### config.mk
export PLATFORM = sky130hd
export DESIGN_NAME = can_tx_mailbox_scheduler
export DESIGN_NICKNAME = d
export VERILOG_FILES = /design/src/rtl/cantx_pkg.sv /design/src/rtl/can_tx_mailbox_scheduler.sv
export SDC_FILE = /design/constraint.sdc
export NUM_CORES = 1
export LEC_CHECK = 0
export BUFFER_PORTS_ARGS = -buffer_cell sky130_fd_sc_hd__buf_2
export CAP_MARGIN = 30
export CORE_ASPECT_RATIO = 1.25
export CORE_UTILIZATION = 58
export DETAILED_ROUTE_END_ITERATION = 7
export GPL_ROUTABILITY_DRIVEN = 0
export GPL_TIMING_DRIVEN = 0
export PLACE_DENSITY = 0.76
export SYNTH_ARGS = -nofsm -noshare
export SYNTH_HDL_FRONTEND = slang
export SYNTH_SLANG_ARGS = --single-unit
### constraint.sdc
create_clock -name aclk -period 19.5 [get_ports aclk]
set_input_delay 2.925 -clock aclk [delete_from_list [all_inputs] [get_ports aclk]]
set_output_delay 2.925 -clock aclk [all_outputs]
set_load 0.005 [all_outputs]
### src/rtl/cantx_pkg.sv
`default_nettype none

package cantx_pkg;

    // Mailbox bank
    localparam int unsigned NUM_MAILBOXES = 3;
    localparam int unsigned MB_W          = 2;

    // Frame field widths
    localparam int unsigned ID_W   = 29;
    localparam int unsigned LEN_W  = 4;
    localparam int unsigned DATA_W = 64;
    localparam int unsigned LVL_W  = 4;

    // Stream payload widths, padded to whole bytes
    localparam int unsigned IN_TDATA_W  = 104;
    localparam int unsigned OUT_TDATA_W = 112;

    // Request kinds carried on s_tuser
    typedef enum logic {
        KIND_ENQUEUE = 1'b0,
        KIND_DONE    = 1'b1
    } kind_t;

    // One queued frame
    typedef struct packed {
        logic [ID_W-1:0]   id;
        logic [LEN_W-1:0]  len;
        logic [DATA_W-1:0] data;
    } frame_t;

    // Sequencer states
    typedef enum logic [2:0] {
        ST_IDLE,
        ST_APPLY,
        ST_READ,
        ST_SCAN,
        ST_COMMIT
    } state_t;

endpackage

`default_nettype wire

### src/rtl/can_tx_mailbox_scheduler.sv
`default_nettype none
// CAN transmit mailbox scheduler.
// Input stream (s_*): one request per handshake. s_tuser is the kind: enqueue a
// frame, or report that a mailbox finished sending. s_tdata carries the frame
// fields and the completed mailbox index.
// Output stream (m_*): exactly one result per request, in request order: the
// load (mailbox, id, length, data; zero when nothing was loaded), the
// blocked and dropped flags, the queue level and the busy summary.
// Frames wait in a ring queue of QUEUE_DEPTH entries; the head frame goes to
// the lowest free mailbox unless an occupied mailbox holds an id less than or
// equal to it.
// Sequence: a request passes through apply, read and commit when no load is
// attempted (queue empty or no mailbox free), and through apply, read, scan
// and commit when a load is attempted, since one shared identifier comparator
// walks the three mailboxes one per cycle. s_tready returns in the same cycle
// as m_tvalid, so a request is taken only once the last one has left commit.
// A stalled receiver holds the result register; the block still takes the
// next request and runs it up to the point of writing its result, where it
// waits for the register to drain.
// Reset (aresetn low, synchronous) empties the queue and frees all mailboxes.
module can_tx_mailbox_scheduler #(
    parameter int unsigned QUEUE_DEPTH = 8
) (
    input  wire logic                               aclk,
    input  wire logic                               aresetn,
    input  wire logic                               s_tvalid,
    output logic                                    s_tready,
    // frame_id[28:0], frame_len[32:29], frame_data[96:33], done_mailbox[98:97]
    input  wire logic [cantx_pkg::IN_TDATA_W-1:0]   s_tdata,
    // kind[0]
    input  wire logic                               s_tuser,
    output logic                                    m_tvalid,
    input  wire logic                               m_tready,
    // loaded[0], load_mailbox[2:1], load_id[31:3], load_len[35:32],
    // load_data[99:36], blocked[100], dropped[101], queue_level[105:102],
    // tx_busy[106]
    output logic [cantx_pkg::OUT_TDATA_W-1:0]       m_tdata
);

    localparam int unsigned PTR_W = (QUEUE_DEPTH > 1) ? $clog2(QUEUE_DEPTH) : 1;
    localparam int unsigned CNT_W = $clog2(QUEUE_DEPTH + 1);
    localparam logic [PTR_W-1:0] PTR_LAST = PTR_W'(QUEUE_DEPTH - 1);
    localparam logic [CNT_W-1:0] CNT_FULL = CNT_W'(QUEUE_DEPTH);

    // Sequencer
    cantx_pkg::state_t state_reg, state_next;

    // Latched request
    cantx_pkg::kind_t  kind_reg;
    cantx_pkg::frame_t req_reg;
    logic [cantx_pkg::MB_W-1:0] done_reg;

    // Ring queue
    cantx_pkg::frame_t queue_mem [QUEUE_DEPTH];
    cantx_pkg::frame_t head_reg;
    logic [PTR_W-1:0]  head_ptr_reg, tail_ptr_reg;
    logic [CNT_W-1:0]  count_reg;

    // Mailboxes
    logic [cantx_pkg::NUM_MAILBOXES-1:0] busy_reg;
    logic [cantx_pkg::ID_W-1:0]          mb_id_reg [cantx_pkg::NUM_MAILBOXES];

    // Per-request working state
    logic                       drop_reg;
    logic                       attempt_reg;
    logic                       refuse_reg;
    logic [cantx_pkg::MB_W-1:0] free_idx_reg;
    logic [cantx_pkg::MB_W-1:0] scan_idx_reg;

    // Output register
    logic                                m_tvalid_reg;
    logic [cantx_pkg::OUT_TDATA_W-1:0]   m_tdata_reg;

    // Controls decoded from state
    logic in_take, apply_en, read_en, scan_en, commit_wait, commit_go;

    // Free mailbox search, first free from mailbox 0 up
    logic                       free_found;
    logic [cantx_pkg::MB_W-1:0] free_idx;

    // Shared comparator: does the scanned mailbox block the head frame
    logic                       scan_block;
    logic                       scan_last;

    // Commit arithmetic
    logic                                 do_load;
    logic [CNT_W-1:0]                     count_after;
    logic [cantx_pkg::NUM_MAILBOXES-1:0]  busy_after;
    logic [cantx_pkg::LVL_W-1:0]          level_after;
    logic                                 queue_full;

    // Next state
    always_comb begin
        state_next = state_reg;
        case (state_reg)
            cantx_pkg::ST_IDLE: begin
                if (s_tvalid) begin
                    state_next = cantx_pkg::ST_APPLY;
                end
            end
            cantx_pkg::ST_APPLY: begin
                state_next = cantx_pkg::ST_READ;
            end
            cantx_pkg::ST_READ: begin
                if ((count_reg != '0) && free_found) begin
                    state_next = cantx_pkg::ST_SCAN;
                end else begin
                    state_next = cantx_pkg::ST_COMMIT;
                end
            end
            cantx_pkg::ST_SCAN: begin
                if (scan_last) begin
                    state_next = cantx_pkg::ST_COMMIT;
                end
            end
            cantx_pkg::ST_COMMIT: begin
                if (!m_tvalid_reg || m_tready) begin
                    state_next = cantx_pkg::ST_IDLE;
                end
            end
            default: begin
                state_next = cantx_pkg::ST_IDLE;
            end
        endcase
    end

    // Outputs of the sequencer
    always_comb begin
        in_take     = 1'b0;
        apply_en    = 1'b0;
        read_en     = 1'b0;
        scan_en     = 1'b0;
        commit_wait = 1'b0;
        case (state_reg)
            cantx_pkg::ST_IDLE:   in_take     = 1'b1;
            cantx_pkg::ST_APPLY:  apply_en    = 1'b1;
            cantx_pkg::ST_READ:   read_en     = 1'b1;
            cantx_pkg::ST_SCAN:   scan_en     = 1'b1;
            cantx_pkg::ST_COMMIT: commit_wait = 1'b1;
            default:              in_take     = 1'b0;
        endcase
    end

    assign s_tready  = in_take;
    assign commit_go = commit_wait && (!m_tvalid_reg || m_tready);

    always_comb begin
        free_found = 1'b0;
        free_idx   = '0;
        for (int i = cantx_pkg::NUM_MAILBOXES - 1; i >= 0; i--) begin
            if (!busy_reg[i]) begin
                free_found = 1'b1;
                free_idx   = cantx_pkg::MB_W'(i);
            end
        end
    end

    assign scan_block = busy_reg[scan_idx_reg] && (mb_id_reg[scan_idx_reg] <= head_reg.id);
    assign scan_last  = (scan_idx_reg == cantx_pkg::MB_W'(cantx_pkg::NUM_MAILBOXES - 1));

    assign queue_full = (count_reg == CNT_FULL);
    assign do_load    = attempt_reg && !refuse_reg;

    always_comb begin
        count_after = count_reg;
        busy_after  = busy_reg;
        if (do_load) begin
            count_after = count_reg - CNT_W'(1);
            busy_after[free_idx_reg] = 1'b1;
        end
        if (32'(count_after) > 32'd15) begin
            level_after = cantx_pkg::LVL_W'(15);
        end else begin
            level_after = cantx_pkg::LVL_W'(count_after);
        end
    end

    // Control registers
    always_ff @(posedge aclk) begin
        if (!aresetn) begin
            state_reg    <= cantx_pkg::ST_IDLE;
            head_ptr_reg <= '0;
            tail_ptr_reg <= '0;
            count_reg    <= '0;
            busy_reg     <= '0;
            m_tvalid_reg <= 1'b0;
        end else begin
            state_reg <= state_next;

            // Apply the event: append a frame or free a mailbox
            if (apply_en) begin
                if (kind_reg == cantx_pkg::KIND_ENQUEUE) begin
                    if (!queue_full) begin
                        tail_ptr_reg <= (tail_ptr_reg == PTR_LAST) ? '0
                                                                   : tail_ptr_reg + PTR_W'(1);
                        count_reg    <= count_reg + CNT_W'(1);
                    end
                end else if (32'(done_reg) < cantx_pkg::NUM_MAILBOXES) begin
                    busy_reg[done_reg] <= 1'b0;
                end
            end

            // Load the head frame, advance the head
            if (commit_go && do_load) begin
                busy_reg     <= busy_after;
                count_reg    <= count_after;
                head_ptr_reg <= (head_ptr_reg == PTR_LAST) ? '0 : head_ptr_reg + PTR_W'(1);
            end

            if (commit_go) begin
                m_tvalid_reg <= 1'b1;
            end else if (m_tready) begin
                m_tvalid_reg <= 1'b0;
            end
        end
    end

    // Queue storage: write on enqueue, registered read of the head
    always_ff @(posedge aclk) begin
        if (apply_en && (kind_reg == cantx_pkg::KIND_ENQUEUE) && !queue_full) begin
            queue_mem[tail_ptr_reg] <= req_reg;
        end
        if (read_en) begin
            head_reg <= queue_mem[head_ptr_reg];
        end
    end

    // Payload and working registers
    always_ff @(posedge aclk) begin
        if (s_tvalid && in_take) begin
            kind_reg     <= cantx_pkg::kind_t'(s_tuser);
            req_reg.id   <= s_tdata[28:0];
            req_reg.len  <= s_tdata[32:29];
            req_reg.data <= s_tdata[96:33];
            done_reg     <= s_tdata[98:97];
        end

        if (apply_en) begin
            drop_reg <= (kind_reg == cantx_pkg::KIND_ENQUEUE) && queue_full;
        end

        // Set up the scan: attempt only with a frame waiting and a free mailbox
        if (read_en) begin
            attempt_reg  <= (count_reg != '0) && free_found;
            free_idx_reg <= free_idx;
            refuse_reg   <= 1'b0;
            scan_idx_reg <= '0;
        end

        // One mailbox per cycle through the shared comparator
        if (scan_en) begin
            refuse_reg <= refuse_reg | scan_block;
            if (!scan_last) begin
                scan_idx_reg <= scan_idx_reg + cantx_pkg::MB_W'(1);
            end
        end

        if (commit_go && do_load) begin
            mb_id_reg[free_idx_reg] <= head_reg.id;
        end

        if (commit_go) begin
            m_tdata_reg <= {
                5'd0,
                (count_after != '0) || (|busy_after),
                level_after,
                drop_reg,
                attempt_reg && refuse_reg,
                do_load ? head_reg.data : {cantx_pkg::DATA_W{1'b0}},
                do_load ? head_reg.len  : {cantx_pkg::LEN_W{1'b0}},
                do_load ? head_reg.id   : {cantx_pkg::ID_W{1'b0}},
                do_load ? free_idx_reg  : {cantx_pkg::MB_W{1'b0}},
                do_load
            };
        end
    end

    assign m_tvalid = m_tvalid_reg;
    assign m_tdata  = m_tdata_reg;

    // The queue never holds more frames than it has entries
    a_count_bound: assert property (@(posedge aclk) disable iff (!aresetn)
        count_reg <= CNT_FULL)
        else $error("queue count above depth");

    // The level moves by at most one frame per cycle
    a_count_step: assert property (@(posedge aclk) disable iff (!aresetn)
        (count_reg == $past(count_reg)) || (count_reg == $past(count_reg) + CNT_W'(1))
        || (count_reg == $past(count_reg) - CNT_W'(1)))
        else $error("queue count jumped");

    // A load always targets a mailbox that is free
    a_load_free: assert property (@(posedge aclk) disable iff (!aresetn)
        (commit_go && do_load) |-> !busy_reg[free_idx_reg])
        else $error("load into an occupied mailbox");

    // A result never reports both a load and a refusal
    a_load_xor_block: assert property (@(posedge aclk) disable iff (!aresetn)
        m_tvalid_reg |-> !(m_tdata_reg[0] && m_tdata_reg[100]))
        else $error("loaded and blocked together");

    // After a request is taken the block does not take another right away
    a_one_at_a_time: assert property (@(posedge aclk) disable iff (!aresetn)
        (s_tvalid && s_tready) |=> !s_tready)
        else $error("second request taken while busy");

endmodule

`default_nettype wire
== Yosys cells after proc, flatten, opt, wreduce, memory -nomap -nowiden ==
Memories as Yosys holds them, arrays and structs flattened. A register that Yosys moved wholly into a read port is not among the register bits.
Index checks and enable logic that the tools add are counted.

* Latch bits: 0
* Word-level logic and storage cells: 127
* Output and inout bits: 114
* Flip-flop bits (word level): 231
* Memories: 2
* Bits in writable memories: 863
* Input port bits: 109
* Memory bits (read-only): 0

{| class="wikitable"
|+ Memories
! memory !! depth !! bits a word !! read ports !! clocked after Yosys merged registers in !! wr ports !! line !! text
|-
| queue_mem || 8 || 97 || 1 || 1 || 1 || can_tx_mailbox_scheduler.sv:54 || <nowiki>cantx_pkg::frame_t queue_mem [QUEUE_DEPTH];</nowiki>
|-
| mb_id_reg || 3 || 29 || 1 || 1 || 1 || can_tx_mailbox_scheduler.sv:61 || <nowiki>logic [cantx_pkg::ID_W-1:0] mb_id_reg [cantx_pkg::NUM_MAILBOXES];</nowiki>
|}

* Mux-type cells: 44
* Shifts and indexed selects: 0
* Add/sub/neg operators: 5
* Eq/ne operators: 13
* Bitwise logic cells: 6
* Reductions and logical operators: 31
* Div/mod/pow operators: 0
* $mul: 0
* Magnitude comparators: 7

{| class="wikitable"
|+ Operator list
! kind !! number
|-
| $mux W3 || 11
|-
| $le A29 B29 Y1 || 1
|-
| $mux W1 || 20
|-
| $mux W4 || 5
|-
| $pmux W3 S5 || 1
|-
| $logic_and A1 B1 Y1 || 12
|-
| $reduce_and A3 Y1 || 4
|-
| $reduce_bool A2 Y1 || 5
|-
| $eq A3 B3 Y1 const B || 3
|-
| $lt A2 B3 Y1 const B || 3
|-
| $mux W2 || 4
|-
| $reduce_bool A4 Y1 || 2
|-
| $add A3 B1 Y3 const B || 2
|-
| $eq A3 B2 Y1 const B || 2
|-
| $ne A2 B2 Y1 const B || 3
|-
| $add A4 B1 Y4 const B || 1
|-
| $demux W1 S2 || 2
|-
| $eq A4 B4 Y1 const B || 1
|-
| $ge A2 B1 Y1 const B || 2
|-
| $ne A2 B1 Y1 const B || 2
|-
| $sub A4 B1 Y4 const B || 1
|-
| $and A3 B3 Y3 || 1
|-
| $eq A3 B1 Y1 const B || 1
|-
| $logic_not A1 Y1 || 3
|-
| 12 further kinds || 14
|}

== Logic depth before layout (Yosys ltp) ==
* Depth in word-level cells: 10
* Depth in mapped cells: 10
* Mapped depth without buffers: 8

== Worst setup path before layout ==
No wires, ideal clock.

* Path kind: register to register
* Start: reg state_reg[2]
* End: mem queue_mem[1][0] (netlist name), enable pin
* Slack: 7429 ps
* Clock period less this slack: 12071 ps
* Data arrival time: 11245 ps
* Stages on the path, launching flop included: 6
* Cell sequence: dfxtp_1 -> buf_6 -> or3b_4 -> or3_1 -> buf_2 -> nor4b_1

* Word-level cells in the longest chain between the ends: 6

{| class="wikitable"
|+ RTL lines
! what !! line !! text
|-
| from (decl) || can_tx_mailbox_scheduler.sv:46 || <nowiki>cantx_pkg::state_t state_reg, state_next;</nowiki>
|-
| from (signal assigned) || can_tx_mailbox_scheduler.sv:181 || <nowiki>state_reg <= cantx_pkg::ST_IDLE;</nowiki>
|-
| from (signal assigned) || can_tx_mailbox_scheduler.sv:188 || <nowiki>state_reg <= state_next;</nowiki>
|-
| $eq A3 B1 Y1 || can_tx_mailbox_scheduler.sv:134 || <nowiki>case (state_reg)</nowiki>
|-
| $mux W1 || can_tx_mailbox_scheduler.sv:134 ||
|-
| $logic_and A1 B1 Y1 (2 in a row) || can_tx_mailbox_scheduler.sv:220 || <nowiki>if (apply_en && (kind_reg == cantx_pkg::KIND_ENQUEUE) && !queue_full) begin</nowiki>
|-
| $mux W1 || can_tx_mailbox_scheduler.sv:220 ||
|-
| $mux W1 (not written as such) || can_tx_mailbox_scheduler.sv:221 || <nowiki>queue_mem[tail_ptr_reg] <= req_reg;</nowiki>
|-
| to (decl) || can_tx_mailbox_scheduler.sv:54 ||
|}

No other way between the ends.

== Worst setup path after layout ==
* Start: reg state_reg[2]
* End: out s_tready

* Word-level cells in the longest chain between the ends: 2

{| class="wikitable"
|+ RTL lines
! what !! line !! text
|-
| $logic_not A3 Y1 || can_tx_mailbox_scheduler.sv:134 ||
|-
| $mux W1 || can_tx_mailbox_scheduler.sv:134 ||
|-
| to (decl) || can_tx_mailbox_scheduler.sv:27 || <nowiki>output logic s_tready,</nowiki>
|}

No other way between the ends.

==> impl_metrics.yaml <==
pwr:
  cellPowerDensity_nw_per_um2: 120.3
  swShare_pct: 23.79
  comb_power_share_pct: 11.2
  p_leak_nw: 16.90
  p_total_mw: 6.171
  power.switching_mw: 1.468
  clockPowerShare_pct: 34.4
  internal-power_mw: 4.702
  peakVddDrop_mv: 0.07116
  p_seq_share_pct: 54.4
floorplanning:
  num_rows: 112
  dieArea_um2: 77070
  die_w_um: 248.5
  ioPinCount: 223
  start_util_pct: 58.76
  fp.dieH_um: 310.1
  core_area_um2: 74970
global_route:
  grt_max_degree: 57
  antenna_found_initial: 2
  grt_overflow: 0
  grt_pass1_wl_um: 138500
  grt_pass1_vias: 21730
  grt.total_usage_pct: 24.86
setup_path:
  criticalPathCategory: "reg2out"
  start_kind: "flop"
  path_cells: "buf_6 -> or3_1 -> inv_1 -> buf_2"
  worstPathArrival_ns: 1.73
  cp_max_fo: 9
  worstReg2RegStart: "state_reg[0]"
  startpoint: "state_reg[2]"
  crit_path_end_kind: "output pin"
  critPathRequiredTime_ns: 16.57
  slowest_stage: "or3_1"
  max_stage_delay_ns: 0.39
final_layout:
  syn2layout_area_growth_pct: 16.42
  fill_cells: 4494
  post-route-util_pct: 68.40
  largest_reg_flops: 776
  diodes: 0
  post_route_cells_drive_above_1_share_pct: 32.67
  nets: 2571
timing:
  finalCritPeriodShare_pct: 23.89
  finClkSkew_ns: 0.02586
  slew_violations: 0
  slew_headroom_pct: 33.55
  finalCriticalPeriod_ns: 4.659
  fin_ws_ns: 14.84
  setup_viol: 0
  rsz0062_at_grt: "false"
  worstMarginPinSlew_ns: 0.9942
  max_freq_mhz: 214.6
  final-hold-violation-count: 0
routing:
  via_per_inst: 6.021
  ant_nets: 0
  firstDrtPassIters: 5
  drt-initial-drc-count: 2125
  vias: 20950
  routedWlPerCell_um: 27.16
  drc: 0
  wl_um: 94500
clock_network:
  hold_buffers: 0
  insertion_delay_ns: 0.67
  ctsHtreeMaxLevel: 3
  clkSinkCount: 1191
  post_cts_buffers: 0
  cts_repair_resize_count: 0
  path_clk_slew_ns: 0.06
  cts-root-buf: "clkbuf_16"
  cts.path.max_buffers: 3
  cts-buffers-inserted: 105
  cts_tree: "yes"
synthesis:
  syn_area_per_cell_um2: 22.16
  ys_types: 51
  synthCells: 1988
  synth_area_um2: 44050
  ys_seq_elements: 1191
  synthTopCellsByCount: "edfxtp_1, mux4_2, mux2_2"
  synth-seq-area-share_pct: 80.75
  synthTopCellsByArea: "edfxtp_1, mux4_2, mux2_2, and2_1, ha_1"
  async_flop_share_pct: 0
  yosysMostFrequentCell: "edfxtp_1"
  synth.yosys.warnings: 0
  synthFlopType: "edfxtp_1"
  synth_edf_count: 1172
  netlist.area_leader.share_pct: 79.89
  synth_top_area_cell: "edfxtp_1"
placed_design:
  port_buffers: 212
  hpwl_um: 60340
  place_ws_ns: 14.23
hold_path:
  hold_path.startpoint: "drop_reg"
  hold_class: "reg2reg"
status:
  outcome: "finished, final reports clean"
run:
  maxCapViolCount: 0
==> routing by layer <==
metal	share of wire, %	GRT usage [%]
met5	0	0
met1	39	32.19
met3	6.3	3.488
met2	52	42.85
met4	3.4	10.50
==> cells by family (layout without fill, tap and decap cells) <==
| kind of cell | Yosys count | after routing | share of synthesized area [%] |
|---|---|---|---|
| flip-flops | 1191 | 1191 | 80.75 |
| multiplexers | 322 | 322 | 13.10 |
| AND/OR/NAND/NOR | 227 | 227 | 2.738 |
| buffers and inverters | 124 | 642 | 1.179 |
| AO/OA/AOI/OAI | 83 | 83 | 1.125 |
| adder cells (fa/ha/maj) | 35 | 35 | 0.9941 |
| XOR/XNOR | 5 | 5 | 0.09943 |
| other | 1 | 5 | 0.008513 |
==> through the flow <==
step           hold slack, ns  TNS (ns)  instance area (µm²)  instances
6_report               0.4561         0                51280       3479
5_1_grt                0.4666         0                51280       3479
4_1_cts                0.4745         0                51270       3478
3_5_place_dp           0.4606         0                47740       3288
3_3_place_gp           0.4625   -530.74                46340       3173
2_1_floorplan          0.4003         0                44070       1992
==> final timing paths <==
path,cells after the start,slack [ns],to
max reg2reg,11,15.63,queue_mem[0][52]
min,0,0.46,m_tdata[101]
max,4,14.84,s_tready
min reg2reg,0,0.46,m_tdata[101]
==> power groups by stage <==
| stage | clock [mW] | sequential [mW] | combinational (mW) |
|---|---|---|---|
| floorplan | 0 | 3.39 | 0.395 |
| global placement | 0 | 3.46 | 0.616 |
| detailed placement | 0 | 3.41 | 0.691 |
| CTS | 2.14 | 3.36 | 0.701 |
| global route | 2.24 | 3.38 | 0.750 |
| finish | 2.12 | 3.36 | 0.691 |
==> cell usage in the layout (no fill, tap or decap), drive strengths merged, types with 3 or more instances in the layout <==
cell type	synthesis	routed
a21boi	7	7
a21oi	17	17
and2	75	75
and4	3	3
buf	35	363
bufinv	0	15
clkbuf	53	187
clkinv	0	35
clkinvlp	0	4
conb	1	5
dfxtp	19	19
edfxtp	1172	1172
ha	35	35
inv	36	38
mux2	97	97
mux2i	31	31
mux4	194	194
nand2	61	61
nand2b	4	4
nand3	7	7
nand4	5	5
nor2	37	37
nor2b	6	6
nor3	8	8
nor3b	5	5
nor4	3	3
nor4b	3	3
o211a	3	3
o21a	5	5
o21ai	39	39
xor2	3	3
==> layout make-up <==
cell class              count  area (µm²)  area share (%)
repair buffers            328        2392           4.665
multi-input cells         677        8053           15.70
clock inverters            56       681.9           1.330
flip-flops and latches   1191       35570           69.37
clock buffers             134        2850           5.558
well taps                 969        1212           2.364
plain buffers              88       385.4          0.7514
inverters                  36       135.1          0.2635
==> critical path: cells and delay by family, from the launching register on <==
kind	cells	cell delay [ns]
buffers and inverters	3	0.37
AND/OR/NAND/NOR	1	0.39
flip-flops	1	0.31
No activity file was read; power rests on OpenSTA's default activity.
